[src/rtl/lebd_pkg.sv]
// Shared types, codes and helper functions of the LEB128 stream decoder.
`default_nettype none

package lebd_pkg;

    // Value kinds, selected by the command on the first byte of a value
    typedef enum logic [1:0] {
        KIND_U32 = 2'd0,
        KIND_I32 = 2'd1,
        KIND_U64 = 2'd2,
        KIND_I64 = 2'd3
    } kind_t;

    // Result status codes
    typedef enum logic [1:0] {
        ST_OK       = 2'd0,
        ST_OVERLONG = 2'd1,
        ST_RANGE    = 2'd2,
        ST_TRUNC    = 2'd3
    } status_t;

    localparam logic [3:0] MAX_LEN_32 = 4'd5;
    localparam logic [3:0] MAX_LEN_64 = 4'd10;

    localparam logic [7:0] CONT_BIT    = 8'h80;
    localparam logic [7:0] UPPER_32    = 8'hF8;
    localparam logic [7:0] UPPER_64    = 8'hFF;
    localparam logic [7:0] LEGAL_U32   = 8'h08;
    localparam logic [7:0] LEGAL_I32   = 8'h78;
    localparam logic [7:0] LEGAL_U64   = 8'h01;
    localparam logic [7:0] LEGAL_I64   = 8'h7F;
    localparam logic [63:0] LOW_WORD   = 64'h0000_0000_FFFF_FFFF;

    localparam int QUEUE_DEPTH = 2;

    typedef struct packed {
        logic [1:0] command;
        logic [7:0] data_byte;
        logic       last_in_buffer;
    } lebd_in_t;

    typedef struct packed {
        logic [63:0] value;
        logic [3:0]  byte_count;
        status_t     status;
    } lebd_out_t;

    // One classified byte handed from the front to the back
    typedef struct packed {
        kind_t      kind;
        logic [3:0] count;   // position of this byte in its value, 1..10
        logic [6:0] group;   // payload seven bits
        logic       ends;    // this byte closes the value
        status_t    status;
    } lebd_op_t;

    // Bit offset of the group at a given byte position
    function automatic logic [5:0] group_shift(input logic [3:0] count);
        logic [5:0] sh;
        case (count)
            4'd1:    sh = 6'd0;
            4'd2:    sh = 6'd7;
            4'd3:    sh = 6'd14;
            4'd4:    sh = 6'd21;
            4'd5:    sh = 6'd28;
            4'd6:    sh = 6'd35;
            4'd7:    sh = 6'd42;
            4'd8:    sh = 6'd49;
            4'd9:    sh = 6'd56;
            4'd10:   sh = 6'd63;
            default: sh = 6'd0;
        endcase
        return sh;
    endfunction

    // Mask of the bits filled by count groups
    function automatic logic [63:0] low_mask(input logic [3:0] count);
        logic [63:0] m;
        case (count)
            4'd1:    m = 64'h0000_0000_0000_007F;
            4'd2:    m = 64'h0000_0000_0000_3FFF;
            4'd3:    m = 64'h0000_0000_001F_FFFF;
            4'd4:    m = 64'h0000_0000_0FFF_FFFF;
            4'd5:    m = 64'h0000_0007_FFFF_FFFF;
            4'd6:    m = 64'h0000_03FF_FFFF_FFFF;
            4'd7:    m = 64'h0001_FFFF_FFFF_FFFF;
            4'd8:    m = 64'h00FF_FFFF_FFFF_FFFF;
            4'd9:    m = 64'h7FFF_FFFF_FFFF_FFFF;
            default: m = 64'hFFFF_FFFF_FFFF_FFFF;
        endcase
        return m;
    endfunction

endpackage

`default_nettype wire

[src/rtl/leb128_stream_decoder.sv]
// Top level of the LEB128 stream decoder: front, queue and back joined together.
//
//  channel  dir  handshake          beat payload (lebd_pkg)
//  s_       in   s_valid/s_ready    lebd_in_t  {command, data_byte, last_in_buffer}
//  m_       out  m_valid/m_ready    lebd_out_t {value, byte_count, status}
//
// One byte per cycle is taken in steady flow. A result is loaded into the output
// register after the beat that ends its value has passed through the queue, and the
// consumer takes it from that register. Throughput is set by the back end, which
// retires one queued byte per cycle unless that byte ends a value and the output is held.
// Reset (aresetn low at a clock edge) empties the queue and the output register and
// clears position, kind, accumulator and drop mode.
// A stalled m_ready holds the result register; the back then stops only on a byte
// that ends a value, and s_ready falls once the queue is full.
`default_nettype none

module leb128_stream_decoder
    import lebd_pkg::*;
#(
    parameter int QueueDepth = QUEUE_DEPTH
) (
    input  wire logic      aclk,
    input  wire logic      aresetn,
    input  wire logic      s_valid,
    output logic           s_ready,
    input  wire lebd_in_t  s_data,
    output logic           m_valid,
    input  wire logic      m_ready,
    output lebd_out_t      m_data
);

    // front to queue
    logic     push_valid, push_ready;
    lebd_op_t push_op;
    // queue to back
    logic     pop_valid, pop_ready;
    lebd_op_t pop_op;

    // Classify each beat: position, latched kind, length and range checks, drop mode
    lebd_front u_front (
        .aclk       (aclk),
        .aresetn    (aresetn),
        .s_valid    (s_valid),
        .s_ready    (s_ready),
        .s_data     (s_data),
        .push_valid (push_valid),
        .push_ready (push_ready),
        .push_op    (push_op)
    );

    // Decouple the two sides so an output stall does not reach the input at once
    lebd_queue #(
        .DEPTH (QueueDepth)
    ) u_queue (
        .aclk       (aclk),
        .aresetn    (aresetn),
        .push_valid (push_valid),
        .push_ready (push_ready),
        .push_op    (push_op),
        .pop_valid  (pop_valid),
        .pop_ready  (pop_ready),
        .pop_op     (pop_op)
    );

    // Accumulate groups, extend the finished value and hold it for the consumer
    lebd_back u_back (
        .aclk      (aclk),
        .aresetn   (aresetn),
        .pop_valid (pop_valid),
        .pop_ready (pop_ready),
        .pop_op    (pop_op),
        .m_valid   (m_valid),
        .m_ready   (m_ready),
        .m_data    (m_data)
    );

    // An error result always carries a zero value
    assert property (@(posedge aclk) disable iff (!aresetn)
        m_valid |-> (m_data.status == ST_OK) || (m_data.value == 64'd0))
        else $error("error result with non-zero value");

    // Byte count stays within one to ten
    assert property (@(posedge aclk) disable iff (!aresetn)
        m_valid |-> (m_data.byte_count != 4'd0) && (m_data.byte_count <= MAX_LEN_64))
        else $error("byte count out of range");

    // Overlong and out-of-range only ever occur at a maximum-length byte
    assert property (@(posedge aclk) disable iff (!aresetn)
        (m_valid && (m_data.status == ST_OVERLONG || m_data.status == ST_RANGE)) |->
        (m_data.byte_count == MAX_LEN_32) || (m_data.byte_count == MAX_LEN_64))
        else $error("length error away from maximum length");

endmodule

`default_nettype wire

[src/rtl/lebd_front.sv]
// Front end: accepts bytes, tracks value position and drop mode, classifies each byte.
`default_nettype none

module lebd_front
    import lebd_pkg::*;
(
    input  wire logic     aclk,
    input  wire logic     aresetn,
    input  wire logic     s_valid,
    output logic          s_ready,
    input  wire lebd_in_t s_data,
    output logic          push_valid,
    input  wire logic     push_ready,
    output lebd_op_t      push_op
);

    logic [3:0] bytes_seen_reg, bytes_seen_next;
    kind_t      kind_reg, kind_next;
    logic       discarding_reg, discarding_next;

    kind_t      kind;
    logic [3:0] count;
    logic       is64, sgn, more, at_max, range_bad, ends;
    logic [7:0] upper, legal;
    status_t    status;
    logic       accept;

    assign s_ready = push_ready;
    assign accept  = s_valid && push_ready;

    always_comb begin
        kind   = (bytes_seen_reg == 4'd0) ? kind_t'(s_data.command) : kind_reg;
        count  = bytes_seen_reg + 4'd1;
        is64   = (kind == KIND_U64) || (kind == KIND_I64);
        sgn    = (kind == KIND_I32) || (kind == KIND_I64);
        more   = (s_data.data_byte & CONT_BIT) != 8'h00;
        at_max = is64 ? (count == MAX_LEN_64) : (count == MAX_LEN_32);

        upper = s_data.data_byte & (is64 ? UPPER_64 : UPPER_32);
        legal = is64 ? (sgn ? LEGAL_I64 : LEGAL_U64) : (sgn ? LEGAL_I32 : LEGAL_U32);
        range_bad = (upper != 8'h00) && (upper != legal);

        if (at_max) begin
            ends   = 1'b1;
            status = more ? ST_OVERLONG : (range_bad ? ST_RANGE : ST_OK);
        end else if (more) begin
            ends   = s_data.last_in_buffer;
            status = s_data.last_in_buffer ? ST_TRUNC : ST_OK;
        end else begin
            ends   = 1'b1;
            status = ST_OK;
        end
    end

    assign push_valid     = s_valid && !discarding_reg;
    assign push_op.kind   = kind;
    assign push_op.count  = count;
    assign push_op.group  = s_data.data_byte[6:0];
    assign push_op.ends   = ends;
    assign push_op.status = status;

    always_comb begin
        bytes_seen_next = bytes_seen_reg;
        kind_next       = kind_reg;
        discarding_next = discarding_reg;
        if (accept) begin
            if (discarding_reg) begin
                // drop until the buffer ends
                if (s_data.last_in_buffer) begin
                    discarding_next = 1'b0;
                end
            end else begin
                kind_next = kind;
                if (ends) begin
                    bytes_seen_next = 4'd0;
                    discarding_next = (status != ST_OK) && !s_data.last_in_buffer;
                end else begin
                    bytes_seen_next = count;
                end
            end
        end
    end

    always_ff @(posedge aclk) begin
        if (!aresetn) begin
            bytes_seen_reg <= 4'd0;
            kind_reg       <= KIND_U32;
            discarding_reg <= 1'b0;
        end else begin
            bytes_seen_reg <= bytes_seen_next;
            kind_reg       <= kind_next;
            discarding_reg <= discarding_next;
        end
    end

endmodule

`default_nettype wire

[src/rtl/lebd_queue.sv]
// Short queue of classified bytes between the front and the back.
`default_nettype none

module lebd_queue
    import lebd_pkg::*;
#(
    parameter int DEPTH = QUEUE_DEPTH   // 2 or more
) (
    input  wire logic     aclk,
    input  wire logic     aresetn,
    input  wire logic     push_valid,
    output logic          push_ready,
    input  wire lebd_op_t push_op,
    output logic          pop_valid,
    input  wire logic     pop_ready,
    output lebd_op_t      pop_op
);

    localparam int AW = $clog2(DEPTH);
    localparam int CW = $clog2(DEPTH + 1);

    lebd_op_t        mem_reg [DEPTH];
    logic [AW-1:0]   wr_ptr_reg, wr_ptr_next;
    logic [AW-1:0]   rd_ptr_reg, rd_ptr_next;
    logic [CW-1:0]   count_reg, count_next;
    logic            do_push, do_pop;

    assign push_ready = count_reg != CW'(DEPTH);
    assign pop_valid  = count_reg != '0;
    assign pop_op     = mem_reg[rd_ptr_reg];
    assign do_push    = push_valid && push_ready;
    assign do_pop     = pop_valid && pop_ready;

    always_comb begin
        wr_ptr_next = wr_ptr_reg;
        rd_ptr_next = rd_ptr_reg;
        count_next  = count_reg;
        if (do_push) begin
            wr_ptr_next = (wr_ptr_reg == AW'(DEPTH - 1)) ? '0 : wr_ptr_reg + 1'b1;
        end
        if (do_pop) begin
            rd_ptr_next = (rd_ptr_reg == AW'(DEPTH - 1)) ? '0 : rd_ptr_reg + 1'b1;
        end
        case ({do_push, do_pop})
            2'b10:   count_next = count_reg + 1'b1;
            2'b01:   count_next = count_reg - 1'b1;
            default: count_next = count_reg;
        endcase
    end

    always_ff @(posedge aclk) begin
        if (!aresetn) begin
            wr_ptr_reg <= '0;
            rd_ptr_reg <= '0;
            count_reg  <= '0;
        end else begin
            wr_ptr_reg <= wr_ptr_next;
            rd_ptr_reg <= rd_ptr_next;
            count_reg  <= count_next;
        end
    end

    always_ff @(posedge aclk) begin
        if (do_push) begin
            mem_reg[wr_ptr_reg] <= push_op;
        end
    end

endmodule

`default_nettype wire

[src/rtl/lebd_back.sv]
// Back end: gathers seven-bit groups, extends finished values, holds the result register.
`default_nettype none

module lebd_back
    import lebd_pkg::*;
(
    input  wire logic     aclk,
    input  wire logic     aresetn,
    input  wire logic     pop_valid,
    output logic          pop_ready,
    input  wire lebd_op_t pop_op,
    output logic          m_valid,
    input  wire logic     m_ready,
    output lebd_out_t     m_data
);

    logic [63:0] acc_reg, acc_next;
    logic        m_valid_reg, m_valid_next;
    lebd_out_t   m_data_reg, m_data_next;

    logic [63:0] acc_new, keep, value;
    logic        is64, sgn, fill, out_free, do_pop;

    assign out_free  = !m_valid_reg || m_ready;
    assign pop_ready = !pop_op.ends || out_free;
    assign do_pop    = pop_valid && pop_ready;

    always_comb begin
        is64    = (pop_op.kind == KIND_U64) || (pop_op.kind == KIND_I64);
        sgn     = (pop_op.kind == KIND_I32) || (pop_op.kind == KIND_I64);
        acc_new = acc_reg | (64'(pop_op.group) << group_shift(pop_op.count));

        if (is64 && pop_op.count == MAX_LEN_64) begin
            keep = '1;
            fill = 1'b0;
        end else if (!is64 && pop_op.count == MAX_LEN_32) begin
            keep = LOW_WORD;
            fill = sgn && pop_op.group[3];
        end else begin
            keep = low_mask(pop_op.count);
            fill = sgn && pop_op.group[6];
        end

        if (pop_op.status != ST_OK) begin
            value = '0;
        end else begin
            value = (acc_new & keep) | (fill ? ~keep : '0);
        end
    end

    always_comb begin
        acc_next     = acc_reg;
        m_valid_next = m_valid_reg && !m_ready;
        m_data_next  = m_data_reg;
        if (do_pop) begin
            if (pop_op.ends) begin
                acc_next               = '0;
                m_valid_next           = 1'b1;
                m_data_next.value      = value;
                m_data_next.byte_count = pop_op.count;
                m_data_next.status     = pop_op.status;
            end else begin
                acc_next = acc_new;
            end
        end
    end

    always_ff @(posedge aclk) begin
        if (!aresetn) begin
            acc_reg     <= '0;
            m_valid_reg <= 1'b0;
        end else begin
            acc_reg     <= acc_next;
            m_valid_reg <= m_valid_next;
        end
    end

    always_ff @(posedge aclk) begin
        m_data_reg <= m_data_next;
    end

    assign m_valid = m_valid_reg;
    assign m_data  = m_data_reg;

endmodule

`default_nettype wire
[config.mk]
export PLATFORM = sky130hd
export DESIGN_NAME = leb128_stream_decoder
export DESIGN_NICKNAME = d
export VERILOG_FILES = /design/src/rtl/lebd_pkg.sv /design/src/rtl/leb128_stream_decoder.sv /design/src/rtl/lebd_front.sv /design/src/rtl/lebd_queue.sv /design/src/rtl/lebd_back.sv
export SDC_FILE = /design/constraint.sdc
export NUM_CORES = 1
export LEC_CHECK = 0
export BUFFER_PORTS_ARGS = -buffer_cell sky130_fd_sc_hd__buf_4
export CORE_MARGIN = 2
export CORE_UTILIZATION = 40
export DETAILED_ROUTE_END_ITERATION = 12
export SKIP_CTS_REPAIR_TIMING = 1
export SYNTH_ARGS = -nofsm -noshare
export SYNTH_HDL_FRONTEND = slang
export SYNTH_HIERARCHICAL = 1
export SYNTH_SLANG_ARGS = --single-unit
[constraint.sdc]
create_clock -name aclk -period 4.9 [get_ports aclk]
set_clock_uncertainty 0.1 [all_clocks]
set_input_delay 0 -clock aclk [delete_from_list [all_inputs] [get_ports aclk]]
set_output_delay 0 -clock aclk [all_outputs]
set_load 0.02 [all_outputs]
### Word level (Yosys, flattened, before mapping)

Memory sizes are Yosys's and may differ from the RTL's. A register that Yosys moved wholly into a read port is not among the register bits.
Index checks and enable logic that the tools add are counted.

| operators by class | value |
|---|---|
| $add $sub $neg | 5 |
| equality and inequality tests | 14 |
| shift operators | 1 |
| muxes and demuxes | 32 |
| bitwise operators | 6 |
| reduce and logical (&&, ||, !) cells | 31 |

Operators by type and width:

| operator | number |
|---|---|
| $mux 64 | 4 |
| $or 64x64->64 | 2 |
| $and 64x64->64 | 1 |
| $not 64->64 | 1 |
| $shl 7x6->64 | 1 |
| $mux 1 | 16 |
| $mux 7 | 2 |
| $mux 2 | 6 |
| $logic_and 1x1->1 | 11 |
| $eq 2x2->1 const B | 5 |
| $and 8x8->8 | 1 |
| $eq 4x3->1 const B | 2 |
| $eq 4x4->1 const B | 2 |
| $mux 8 | 1 |
| $ne 8x8->1 | 1 |
| $reduce_bool 2->1 | 4 |
| $reduce_bool 8->1 | 1 |
| $eq 2x1->1 const B | 3 |
| $logic_not 1->1 | 6 |
| $logic_or 1x1->1 | 6 |
| $add 4x1->4 const B | 1 |
| $logic_not 4->1 | 1 |
| $mux 4 | 1 |
| $pmux 2 s2 | 1 |
| other kinds (7) | 9 |

| word-level totals | value |
|---|---|
| register bits | 146 |
| bits in writable memories | 32 |
| bits in read-only memories | 1008 |
| output and inout port bits | 72 |
| memories kept | 3 |

Memories:

| memory | depth | width | read ports | clocked after memory_dff | wr ports | RTL line | source |
|---|---|---|---|---|---|---|---|
| (no name shown) | 16 | 57 | 1 | 0 | 0 | lebd_pkg.sv:79 | `case (count)` |
| (no name shown) | 16 | 6 | 1 | 0 | 0 | lebd_pkg.sv:60 | `case (count)` |
| u_queue.mem_reg | 2 | 16 | 1 | 1 | 1 | lebd_queue.sv:22 | `lebd_op_t mem_reg [DEPTH];` |

### Depth between registers and ports, before layout

Gate-level depths: netlist of the first run.

| logic depth | value |
|---|---|
| depth in word-level cells | 15 |
| gate-level depth with buffers | 14 |

### Hierarchy

The synthesis of the first run kept the hierarchy.

Modules (own cells, without submodules):

| module | times used | cells each | area an instance (sq um) |
|---|---|---|---|
| lebd_back | 1 | 642 | 6538.8 |
| lebd_queue | 1 | 74 | 1386.3 |
| lebd_front | 1 | 77 | 626.9 |

### Least setup slack after synthesis of the first run

No wires, ideal clock.

| timing path | value |
|---|---|
| path type | reg-to-reg |
| from | register with a tool-made name |
| to | register u_back.acc_reg[14] |
| arrival time | 4.769 ns |
| required time | 4.683 ns |
| slack | -0.087 ns |
| cell stages (with the launch flop) | 11 |
| path buffers | 3 |
| clock period less this slack | 4.987 ns |
| path through | dfxtp_1 > buf_2 > buf_2 > mux2_2 > nand2_1 > nor2_1 > nor2b_1 > clkbuf_1 > nand2_1 > nor2_1 > a32o_1 |

RTL lines:

| item | RTL line | source |
|---|---|---|
| end signal, assigned | lebd_back.sv:73 | `acc_reg <= acc_next;` |
| end, declared | lebd_back.sv:17 | `logic [63:0] acc_reg, acc_next;` |

==> results by group, run 1 <==
Synthesis
  – Syn. warnings: 6
  – Post-synth EDFFs: 102
  – Post-synth top area cell: edfxtp_1
  – Synth Register Bits: 179
  – Top-area cell type share of the netlist area: 35.8%
  – Avg Inst Size Synth: 10.8 µm²
  – Synth Cell Area: 8550 µm²
  – Post-synth net total: 819
  – Cell count after synthesis: 793
  – Synth unique cells: 83
  – Sequential-to-total area share from yosys stat: 53.8%
  – Area contributors post-synth: edfxtp_1 36%, dfxtp_1 18%, nand2_1 3.4%
  – Async set-reset flop share out of synthesis: 0%
  – Top_reg_cell synth: edfxtp_1

GRT
  – Total gr overflow: 0
  – Largest net degree at the start of global routing: 71
  – First-pass GRT wire length: 36400 µm
  – Vias in the first global route: 6373
  – Antenna violations before repair: 0
  – GRT Util Overall: 21.1%

Detailed routing
  – Drt drc: 0
  – Final antenna-violating net count: 0
  – Mean number of vias per cell: 5.77
  – DRT iter0 DRCs: 674
  – DR pass1 iterations: 5
  – Vias: 6755
  – Total wire length: 23200 µm
  – Wire length per cell: 19.8 µm

Placed design
  – I/O Buffers: 86
  – Number of placed instances, taps included: 1126
  – GP Congestion: 0.922
  – Dpl hpwl: 16500 µm

Layout
  – Inserted Diodes: 0
  – Area Growth Syn to Fin: 18.5%
  – Non-filler cells, final: 1171
  – Max FFs per register: 70
  – # nets final: 910
  – Layout cell share with drive strength beyond 1: 21.0%

Clock tree
  – Clock Path Buffers: 2
  – TritonCTS clock tree: yes
  – Clock slew at reported path FFs: 0.07 ns
  – Clock Latency Late Sink: 0.43 ns
  – H-tree depth reported by CTS: 4
  – TritonCTS Buffers: 17
  – Root buffer cell: clkbuf_16
  – Clk sink count: 179

Timing
  – RSZ-0062 raised after global routing: false
  – Slew @ Worst Pin: 0.949 ns
  – Rel. slew slack: 36.5%
  – Min cycle time layout: 3.96 ns
  – Post-route clock period utilization: 80.9%
  – Total negative slack: 0 ns
  – Final setup viols: 0
  – Pins Over Slew Limit: 0
  – Fmax: 252 MHz
  – Final hold violations: 1
  – Hold Worst Slack: -0.0282 ns

Pwr
  – Internal power: 0.00363 W
  – Lkg Pwr: 3.76 nW
  – Worst VDD drop: 341 µV
  – Cell Pwr Density: 623 nW/µm²
  – Clock group share of total power: 20.7%
  – Logic gate share of total power: 45.6%
  – Switching portion of total power: 42.6%
  – Sw Pwr: 0.00269 W
  – Seq pwr share: 33.7%

Worst hold path
  – Hold path depth: 4
  – Hold Crit Endpoint: u_queue/wr_ptr_reg$_SDFFE_PN0P_
  – Min-delay src: s_valid
  – HP Class: in2reg

Critical path
  – Startpoint types: flip-flop
  – Setup crit end kind: flip-flop
  – Reg-to-Reg End: u_back/m_data[66]$_SDFFCE_PP0P_
  – CP Data Arrival Time: 4.01 ns
  – R2R Setup Slk: 0.94 ns
  – Crit-path max FO: 30
  – R2R depth: 8
  – CP Data Required Time: 4.94 ns
  – Critical path type: reg2reg

Die
  – Die Wd: 150 µm
  – DIE AREA: 22600 µm²
  – Initial core utilization: 40.7%
  – Std-Cell Rows: 53
  – Placeable core area: 21000 µm²
  – Ports: 87
  – Die Ht: 150 µm

Status
  – Status: finished, violations left
  – Failing checks: hold timing

Run
  – Max-Cap Viols: 0
## critical path, stage by stage, from the launching register on
cell and delay, ns:
dfxtp_1 0.51, mux2_2 0.58, inv_1 0.20, ha_1 0.41, inv_1 0.09, o211ai_1 0.62
nor2_1 0.22, o31ai_1 0.74, o22ai_1 0.21
## cells in the mapped netlist (all sizes together), types with 16 or more instances
library cell / count
edfxtp: 102
nand2: 78
dfxtp: 77
nor2: 70
o21ai: 60
a21oi: 40
buf: 27
o22ai: 25
nor3: 20
a22o: 19
mux2: 19
clkbuf: 17
a31oi: 16
inv: 16
## power by group through the flow
| stage | Combinational, W | Sequential [W] | Clock [W] |
|---|---|---|---|
| 3_5_place_dp | 0.00284 | 0.00216 | 0 |
| 5_1_grt | 0.00310 | 0.00216 | 0.00140 |
| 2_1_floorplan | 0.00161 | 0.00239 | 0 |
| 4_1_cts | 0.00285 | 0.00213 | 0.00134 |
| 3_3_place_gp | 0.00283 | 0.00216 | 0 |
| 6_report | 0.00288 | 0.00213 | 0.00131 |
## cells in the final DEF, fill, tap and decap left out, types with 5 or more instances in the layout
cell type	count
nand2b_1	5
o31ai_1	8
nand3_1	12
a31oi_1	14
buf_4	102
ha_1	11
o211a_1	11
a21oi_1	38
o41ai_1	6
o31a_1	8
dfxtp_1	77
nor2b_1	11
a22o_1	18
clkbuf_16	17
or2_2	5
o22ai_1	25
a211oi_1	11
nor2_1	67
o21a_1	11
edfxtp_1	102
dlygate4sd3_1	14
nor3_1	18
o21ai_0	52
xnor2_1	5
o21ai_1	8
mux2i_1	5
inv_1	16
a32o_1	8
nand2_1	78
mux2_2	17
## stage by stage
stage	total power, W	hold slack, ns	cell area, µm²	setup slack [ns]	util (%)
final	0.00632	-0.0282	10100	0.938	48.2
after global routing	0.00666	0.00567	10100	0.702	48.2
after CTS	0.00632	-0.335	10000	1.02	47.6
after detailed placement	0.00500	0.109	9430	1.04	44.9
after global placement	0.00499	0.107	9430	1.12	44.9
after floorplan	0.00400	0.0217	8550	1.07	-
## layout make-up
class	instances	area (µm²)
clock buffer	18	439
clock inverter	13	128
fill	2002	10900
inverter	16	60.1
multi-input combinational	554	3660
sequential	179	4600
tap	275	344
timing repair buffer	116	906
## cells by family after synthesis
logic type               synth area share [%]
AO/OA/AOI/OAI                            22.9
XOR/XNOR                                0.614
adder cells (fa/ha/maj)                  1.61
buffers and inverters                    3.58
flip-flops                               53.8
multiplexers                             3.60
AND/OR/NAND/NOR                          13.8
## metal layers
metal | global-route usage [%] | wire length [µm]
met1 | 29.5 | 10300
met2 | 32.7 | 10700
met3 | 3.30 | 1440
met4 | 8.82 | 758
met5 | 0 | 0
## how the worst max path moves through the flow
| stage | depth (start not counted) | startpoint | to |
|---|---|---|---|
| 3_5_place_dp | 8 | flip-flop | u_back/m_data[66]$_SDFFCE_PP0P_ |
| 4_1_cts | 8 | flip-flop | u_back/m_data[66]$_SDFFCE_PP0P_ |
| 3_3_place_gp | 8 | flip-flop | u_back/m_data[66]$_SDFFCE_PP0P_ |
| 2_1_floorplan | 10 | flip-flop | u_back/acc_reg[14]$_SDFFE_PN0P_ |
| 6_report | 8 | flip-flop | u_back/m_data[66]$_SDFFCE_PP0P_ |
| 5_1_grt | 8 | flip-flop | u_back/m_data[66]$_SDFFCE_PP0P_ |
(Power assumes the default switching activity.)
==> inputs of run 2 (changes only) <==
- clock period: 4.9 -> 3.7 ns (I/O delays scaled with it)
==> results by group, run 2 (synthesis results as in run 1) <==
Status
  – Status: finished, violations left (unchanged)
  – Failing checks: hold timing (unchanged)

Detailed routing
  – Final antenna-violating net count: 0 (unchanged)
  – DR pass1 iterations: 5 (unchanged)
  – Mean number of vias per cell: 5.73 (was 5.77)
  – Total wire length: 23400 µm (was 23200 µm)
  – DRT iter0 DRCs: 615 (was 674)
  – Wire length per cell: 19.8 µm (about the same)
  – Vias: 6789 (was 6755)
  – Drt drc: 0 (unchanged)

Die
  – DIE AREA: 22600 µm² (unchanged)
  – Ports: 87 (unchanged)
  – Die Wd: 150 µm (unchanged)
  – Std-Cell Rows: 53 (unchanged)
  – Initial core utilization: 40.7% (unchanged)
  – Die Ht: 150 µm (unchanged)
  – Placeable core area: 21000 µm² (unchanged)

GRT
  – GRT Util Overall: 21.2% (was 21.1%)
  – Grt met1 use: 28.7% (was 29.5%)
  – Total gr overflow: 0 (unchanged)
  – M2 GR Usage: 34.5% (was 32.7%)
  – Met3 Use GR: 3.64% (was 3.30%)
  – Largest net degree at the start of global routing: 71 (unchanged)
  – Grt peak-use layer: met2 (unchanged)
  – Vias in the first global route: 6373 (unchanged)
  – Antenna violations before repair: 0 (unchanged)
  – First-pass GRT wire length: 36100 µm (was 36400 µm)

Critical path
  – R2R Setup Slk: 0.18 ns (was 0.94 ns)
  – Startpoint types: flip-flop (unchanged)
  – CP Data Required Time: 3.76 ns (was 4.94 ns)
  – Critical path, cell by cell: mux2_2 -> ha_1 -> or3_1 -> a31oi_1 -> nor2_1 -> a22oi_1 -> o211a_1 -> o22ai_1 (was mux2_2 -> inv_1 -> ha_1 -> inv_1 -> o211ai_1 -> nor2_1 -> o31ai_1 -> o22ai_1)
  – Critical path's slowest cell: mux2_2 (was o31ai_1)
  – Critical path type: reg2reg (unchanged)
  – WP buf/inv: 0 (was 2)
  – CP Data Arrival Time: 3.58 ns (was 4.01 ns)
  – Crit path largest cell delay: 0.47 ns (was 0.74 ns)
  – Crit-path max FO: 11 (was 30)
  – Setup crit end kind: flip-flop (unchanged)
  – Top cell family by delay on the critical path: compound AO/OA/AOI/OAI gates (unchanged)

Timing
  – Hold Worst Slack: -0.0461 ns (was -0.0282 ns)
  – Rel. slew slack: 36.6% (was 36.5%)
  – Pins Over Slew Limit: 0 (unchanged)
  – Slew @ Worst Pin: 0.947 ns (was 0.949 ns)
  – Final hold violations: 4 (was 1)
  – Fmax: 284 MHz (was 252 MHz)
  – Min cycle time layout: 3.52 ns (was 3.96 ns)
  – Post-route clock period utilization: 95.1% (was 80.9%)
  – Final setup viols: 0 (unchanged)

Layout
  – Area Growth Syn to Fin: 20.3% (was 18.5%)
  – Inserted Diodes: 0 (unchanged)
  – # nets final: 922 (was 910)
  – Max FFs per register: 70 (unchanged)
  – Commonest non-fill, non-tap cell in the layout: buf_4
  – Commonest non-fill, non-tap cells in the layout: 115 x buf_4, 102 x edfxtp_1, 78 x nand2_1 (was 102 x buf_4, 102 x edfxtp_1, 78 x nand2_1)
  – Layout cell share with drive strength beyond 1: 22.4% (was 21.0%)

Clock tree
  – Clock Latency Late Sink: 0.44 ns (was 0.43 ns)
  – TritonCTS clock tree: yes (unchanged)
  – Clock slew at reported path FFs: 0.07 ns (about the same)
  – Root buffer cell: clkbuf_16 (unchanged)
  – Clk sink count: 179 (unchanged)
  – Clock Path Buffers: 2 (unchanged)
  – TritonCTS Buffers: 17 (unchanged)
  – H-tree depth reported by CTS: 4 (unchanged)

Pwr
  – Power Total: 0.00857 W (was 0.00632 W)
  – Worst VDD drop: 422 µV (was 341 µV)
  – Cell Pwr Density: 833 nW/µm² (was 623 nW/µm²)
  – Lkg Pwr: 3.83 nW (was 3.76 nW)

Placed design
  – GP Congestion: 0.891 (was 0.922)
  – I/O Buffers: 86 (unchanged)
  – Dpl hpwl: 16800 µm (was 16500 µm)

Worst hold path
  – HP Class: in2reg (unchanged)

Run
  – Max-Cap Viols: 0 (unchanged)
==> run 2: cell count changes in the layout (fill, tap and decap cells not counted), sizes merged <==
cell         change
clkinv           -2
clkinvlp         +1
buf             +13
clkbuf           -1
inv              +3
dlygate4sd3      -1
==> run 2: layer usage <==
metal	up-vias	part of all wire, %
li1	3237	-
met1	3286	44
met2	239	47
met3	27	6.2
met4	0	2.2
met5	-	0
==> run 2: path summary, 6_finish.rpt <==
| check | from | endpoint | cells past startpoint |
|---|---|---|---|
| worst max-delay path | flip-flop | u_back/m_data[64]$_SDFFCE_PP0P_ | 8 |
| worst min-delay path | s_data[10] | u_queue/mem_reg[1][15]$_DFFE_PP_ | 3 |
| worst max register to register | flip-flop | u_back/m_data[64]$_SDFFCE_PP0P_ | 8 |
| worst min register to register | u_back/acc_reg[20]$_SDFFE_PN0P_ | u_back/acc_reg[20]$_SDFFE_PN0P_ | 2 |
==> run 2: final cells by class <==
| class | count | area [µm²] |
|---|---|---|
| fill | 1944 | 10700 |
| sequential | 179 | 4600 |
| inverter | 16 | 60.1 |
| timing repair buffer | 128 | 993 |
| clock buffer | 17 | 425 |
| multi-input combinational | 554 | 3670 |
| clock inverter | 15 | 190 |
| tap | 275 | 344 |
==> run 2: tightest hold or removal path: cells and delay by family <==
kind     cells  cell delay, ns
buf+inv      2            0.21
mux          1            0.17
==> run 2: power by group <==
group	internal [W]	total, W	leakage, nW	switching [W]
Sequential	0.00266	0.00281	1.59	0.000149
Clock	0.000975	0.00185	0.293	0.000872
Combinational	0.00127	0.00391	1.95	0.00265
Total	0.00490	0.00857	3.83	0.00367
==> run 2: metrics by stage <==
stage / area (µm²) / utilization (%) / setup TNS, ns / worst slack, ns / instances
after floorplan: 8560 / - / 0 / 0.348 / 793
after global placement: 9530 / 45.3 / 0 / 0.209 / 1139
after detailed placement: 9530 / 45.3 / 0 / 0.140 / 1139
after CTS: 10100 / 48.3 / 0 / 0.103 / 1171
after global routing: 10300 / 48.9 / -0.00137 / -0.00137 / 1184
final: 10300 / 48.9 / 0 / 0.180 / 1184
==> inputs of run 3 (changes only) <==
- PLACE_DENSITY: unset -> 0.59
==> results by group, run 3 (synthesis results as in run 1) <==
Pwr
  – Lkg Pwr: 3.84 nW (was 3.83 nW)
  – Worst VDD drop: 476 µV (was 422 µV)
  – Cell Pwr Density: 830 nW/µm² (was 833 nW/µm²)

GRT
  – GRT Util Overall: 21.4% (was 21.2%)
  – First-pass GRT wire length: 36200 µm (was 36100 µm)
  – Largest net degree at the start of global routing: 71 (unchanged)
  – Total gr overflow: 0 (unchanged)
  – Antenna violations before repair: 0 (unchanged)
  – Vias in the first global route: 6309 (was 6373)

Layout
  – Commonest non-fill, non-tap cells in the layout: 117 x buf_4, 102 x edfxtp_1, 78 x nand2_1 (was 115 x buf_4, 102 x edfxtp_1, 78 x nand2_1)
  – Final core occ: 48.9% (about the same)
  – Inserted Diodes: 0 (unchanged)
  – Commonest non-fill, non-tap cell in the layout: buf_4 (unchanged)
  – # nets final: 926 (was 922)
  – Area Growth Syn to Fin: 20.1% (was 20.3%)
  – Max FFs per register: 70 (unchanged)
  – Layout cell share with drive strength beyond 1: 22.5% (was 22.4%)

Worst hold path
  – HP Class: in2reg (unchanged)

Detailed routing
  – Final antenna-violating net count: 0 (unchanged)
  – Total wire length: 23600 µm (was 23400 µm)
  – DR pass1 iterations: 5 (unchanged)
  – Vias: 6857 (was 6789)
  – Drt drc: 0 (unchanged)
  – Wire length per cell: 19.8 µm (about the same)
  – Mean number of vias per cell: 5.77 (was 5.73)
  – DRT iter0 DRCs: 760 (was 615)

Critical path
  – CP Data Required Time: 3.75 ns (was 3.76 ns)
  – Startpoint types: flip-flop (unchanged)
  – CP Data Arrival Time: 3.59 ns (was 3.58 ns)
  – R2R Setup Slk: 0.16 ns (was 0.18 ns)
  – Critical path type: reg2reg (unchanged)
  – Setup crit end kind: flip-flop (unchanged)
  – Crit-path max FO: 11 (unchanged)

Status
  – Status: completed (was finished, violations left)

Clock tree
  – Root buffer cell: clkbuf_16 (unchanged)
  – Clock slew at reported path FFs: 0.07 ns (about the same)
  – Clock Path Buffers: 2 (unchanged)
  – TritonCTS clock tree: yes (unchanged)
  – Clk sink count: 179 (unchanged)
  – TritonCTS Buffers: 17 (unchanged)
  – Clock Latency Late Sink: 0.43 ns (was 0.44 ns)
  – H-tree depth reported by CTS: 4 (unchanged)

Timing
  – RSZ-0062 raised after global routing: false
  – Total negative slack: 0 ns (unchanged)
  – Fmax: 283 MHz (was 284 MHz)
  – Rel. slew slack: 34.9% (was 36.6%)
  – Min cycle time layout: 3.54 ns (was 3.52 ns)
  – Final setup viols: 0 (unchanged)
  – Pins Over Slew Limit: 0 (unchanged)
  – Post-route clock period utilization: 95.6% (was 95.1%)
  – Final hold violations: 0 (was 4)
  – Slew @ Worst Pin: 0.973 ns (was 0.947 ns)

Die
  – Placeable core area: 21000 µm² (unchanged)
  – Std-Cell Rows: 53 (unchanged)
  – Ports: 87 (unchanged)
  – Die Ht: 150 µm (unchanged)
  – Initial core utilization: 40.7% (unchanged)
  – DIE AREA: 22600 µm² (unchanged)
  – Die Wd: 150 µm (unchanged)

Placed design
  – GP Congestion: 0.910 (was 0.891)
  – I/O Buffers: 86 (unchanged)
  – Dpl hpwl: 17000 µm (was 16800 µm)

Run
  – Max-Cap Viols: 0 (unchanged)
[run 3: layout make-up]
| type | count | area [µm²] |
|---|---|---|
| well taps | 275 | 344 |
| fillers | 1924 | 10800 |
| inverters | 16 | 60.1 |
| multi-input cells | 554 | 3660 |
| clock inverters | 15 | 153 |
| repair buffers | 132 | 1030 |
| clock buffers | 17 | 425 |
| flip-flops and latches | 179 | 4600 |
[run 3: worst max-delay path, stage by stage, from the launching register on]
cell	delay (ns)
dfxtp_1	0.42
mux2_2	0.46
ha_1	0.33
or3_1	0.46
a31oi_1	0.28
or2_2	0.17
o22ai_1	0.08
buf_4	0.17
nor3_1	0.54
o41ai_1	0.22
[run 3: where the power goes]
part | internal [W] | switching, W | total [W]
Clock | 0.000904 | 0.000850 | 0.00175
Combinational | 0.00128 | 0.00268 | 0.00397
Sequential | 0.00266 | 0.000146 | 0.00281
[run 3: final timing paths]
check	start	end	depth (start not counted)
setup / recovery	flip-flop	u_back/m_data[34]$_SDFFCE_PP0P_	9
hold / removal	s_data[5]	u_queue/mem_reg[0][7]$_DFFE_PP_	2
hold reg to reg	u_back/acc_reg[8]$_SDFFE_PN0P_	u_back/acc_reg[8]$_SDFFE_PN0P_	2
setup reg to reg	flip-flop	u_back/m_data[34]$_SDFFCE_PP0P_	9
[run 3: layer usage]
layer	global-route usage (%)	share of wire, %	up-vias
met5	0	0	-
met4	8.68	3.0	0
met2	33.8	47	283
met3	3.76	6.7	37
met1	29.2	44	3281
li1	-	-	3256
[run 3: per-stage QoR]
step / cells / cell area [µm²] / hold slack (ns) / setup WS [ns] / power, W
3_5_place_dp: 1141 / 9540 / 0.110 / 0.204 / 0.00676
5_1_grt: 1188 / 10300 / 0.210 / 0.0188 / 0.00897
4_1_cts: 1173 / 10100 / -0.346 / 0.184 / 0.00852
6_report: 1188 / 10300 / 0.210 / 0.162 / 0.00853
3_3_place_gp: 1141 / 9540 / 0.107 / 0.255 / 0.00675
2_1_floorplan: 793 / 8560 / 0.0217 / 0.348 / 0.00529
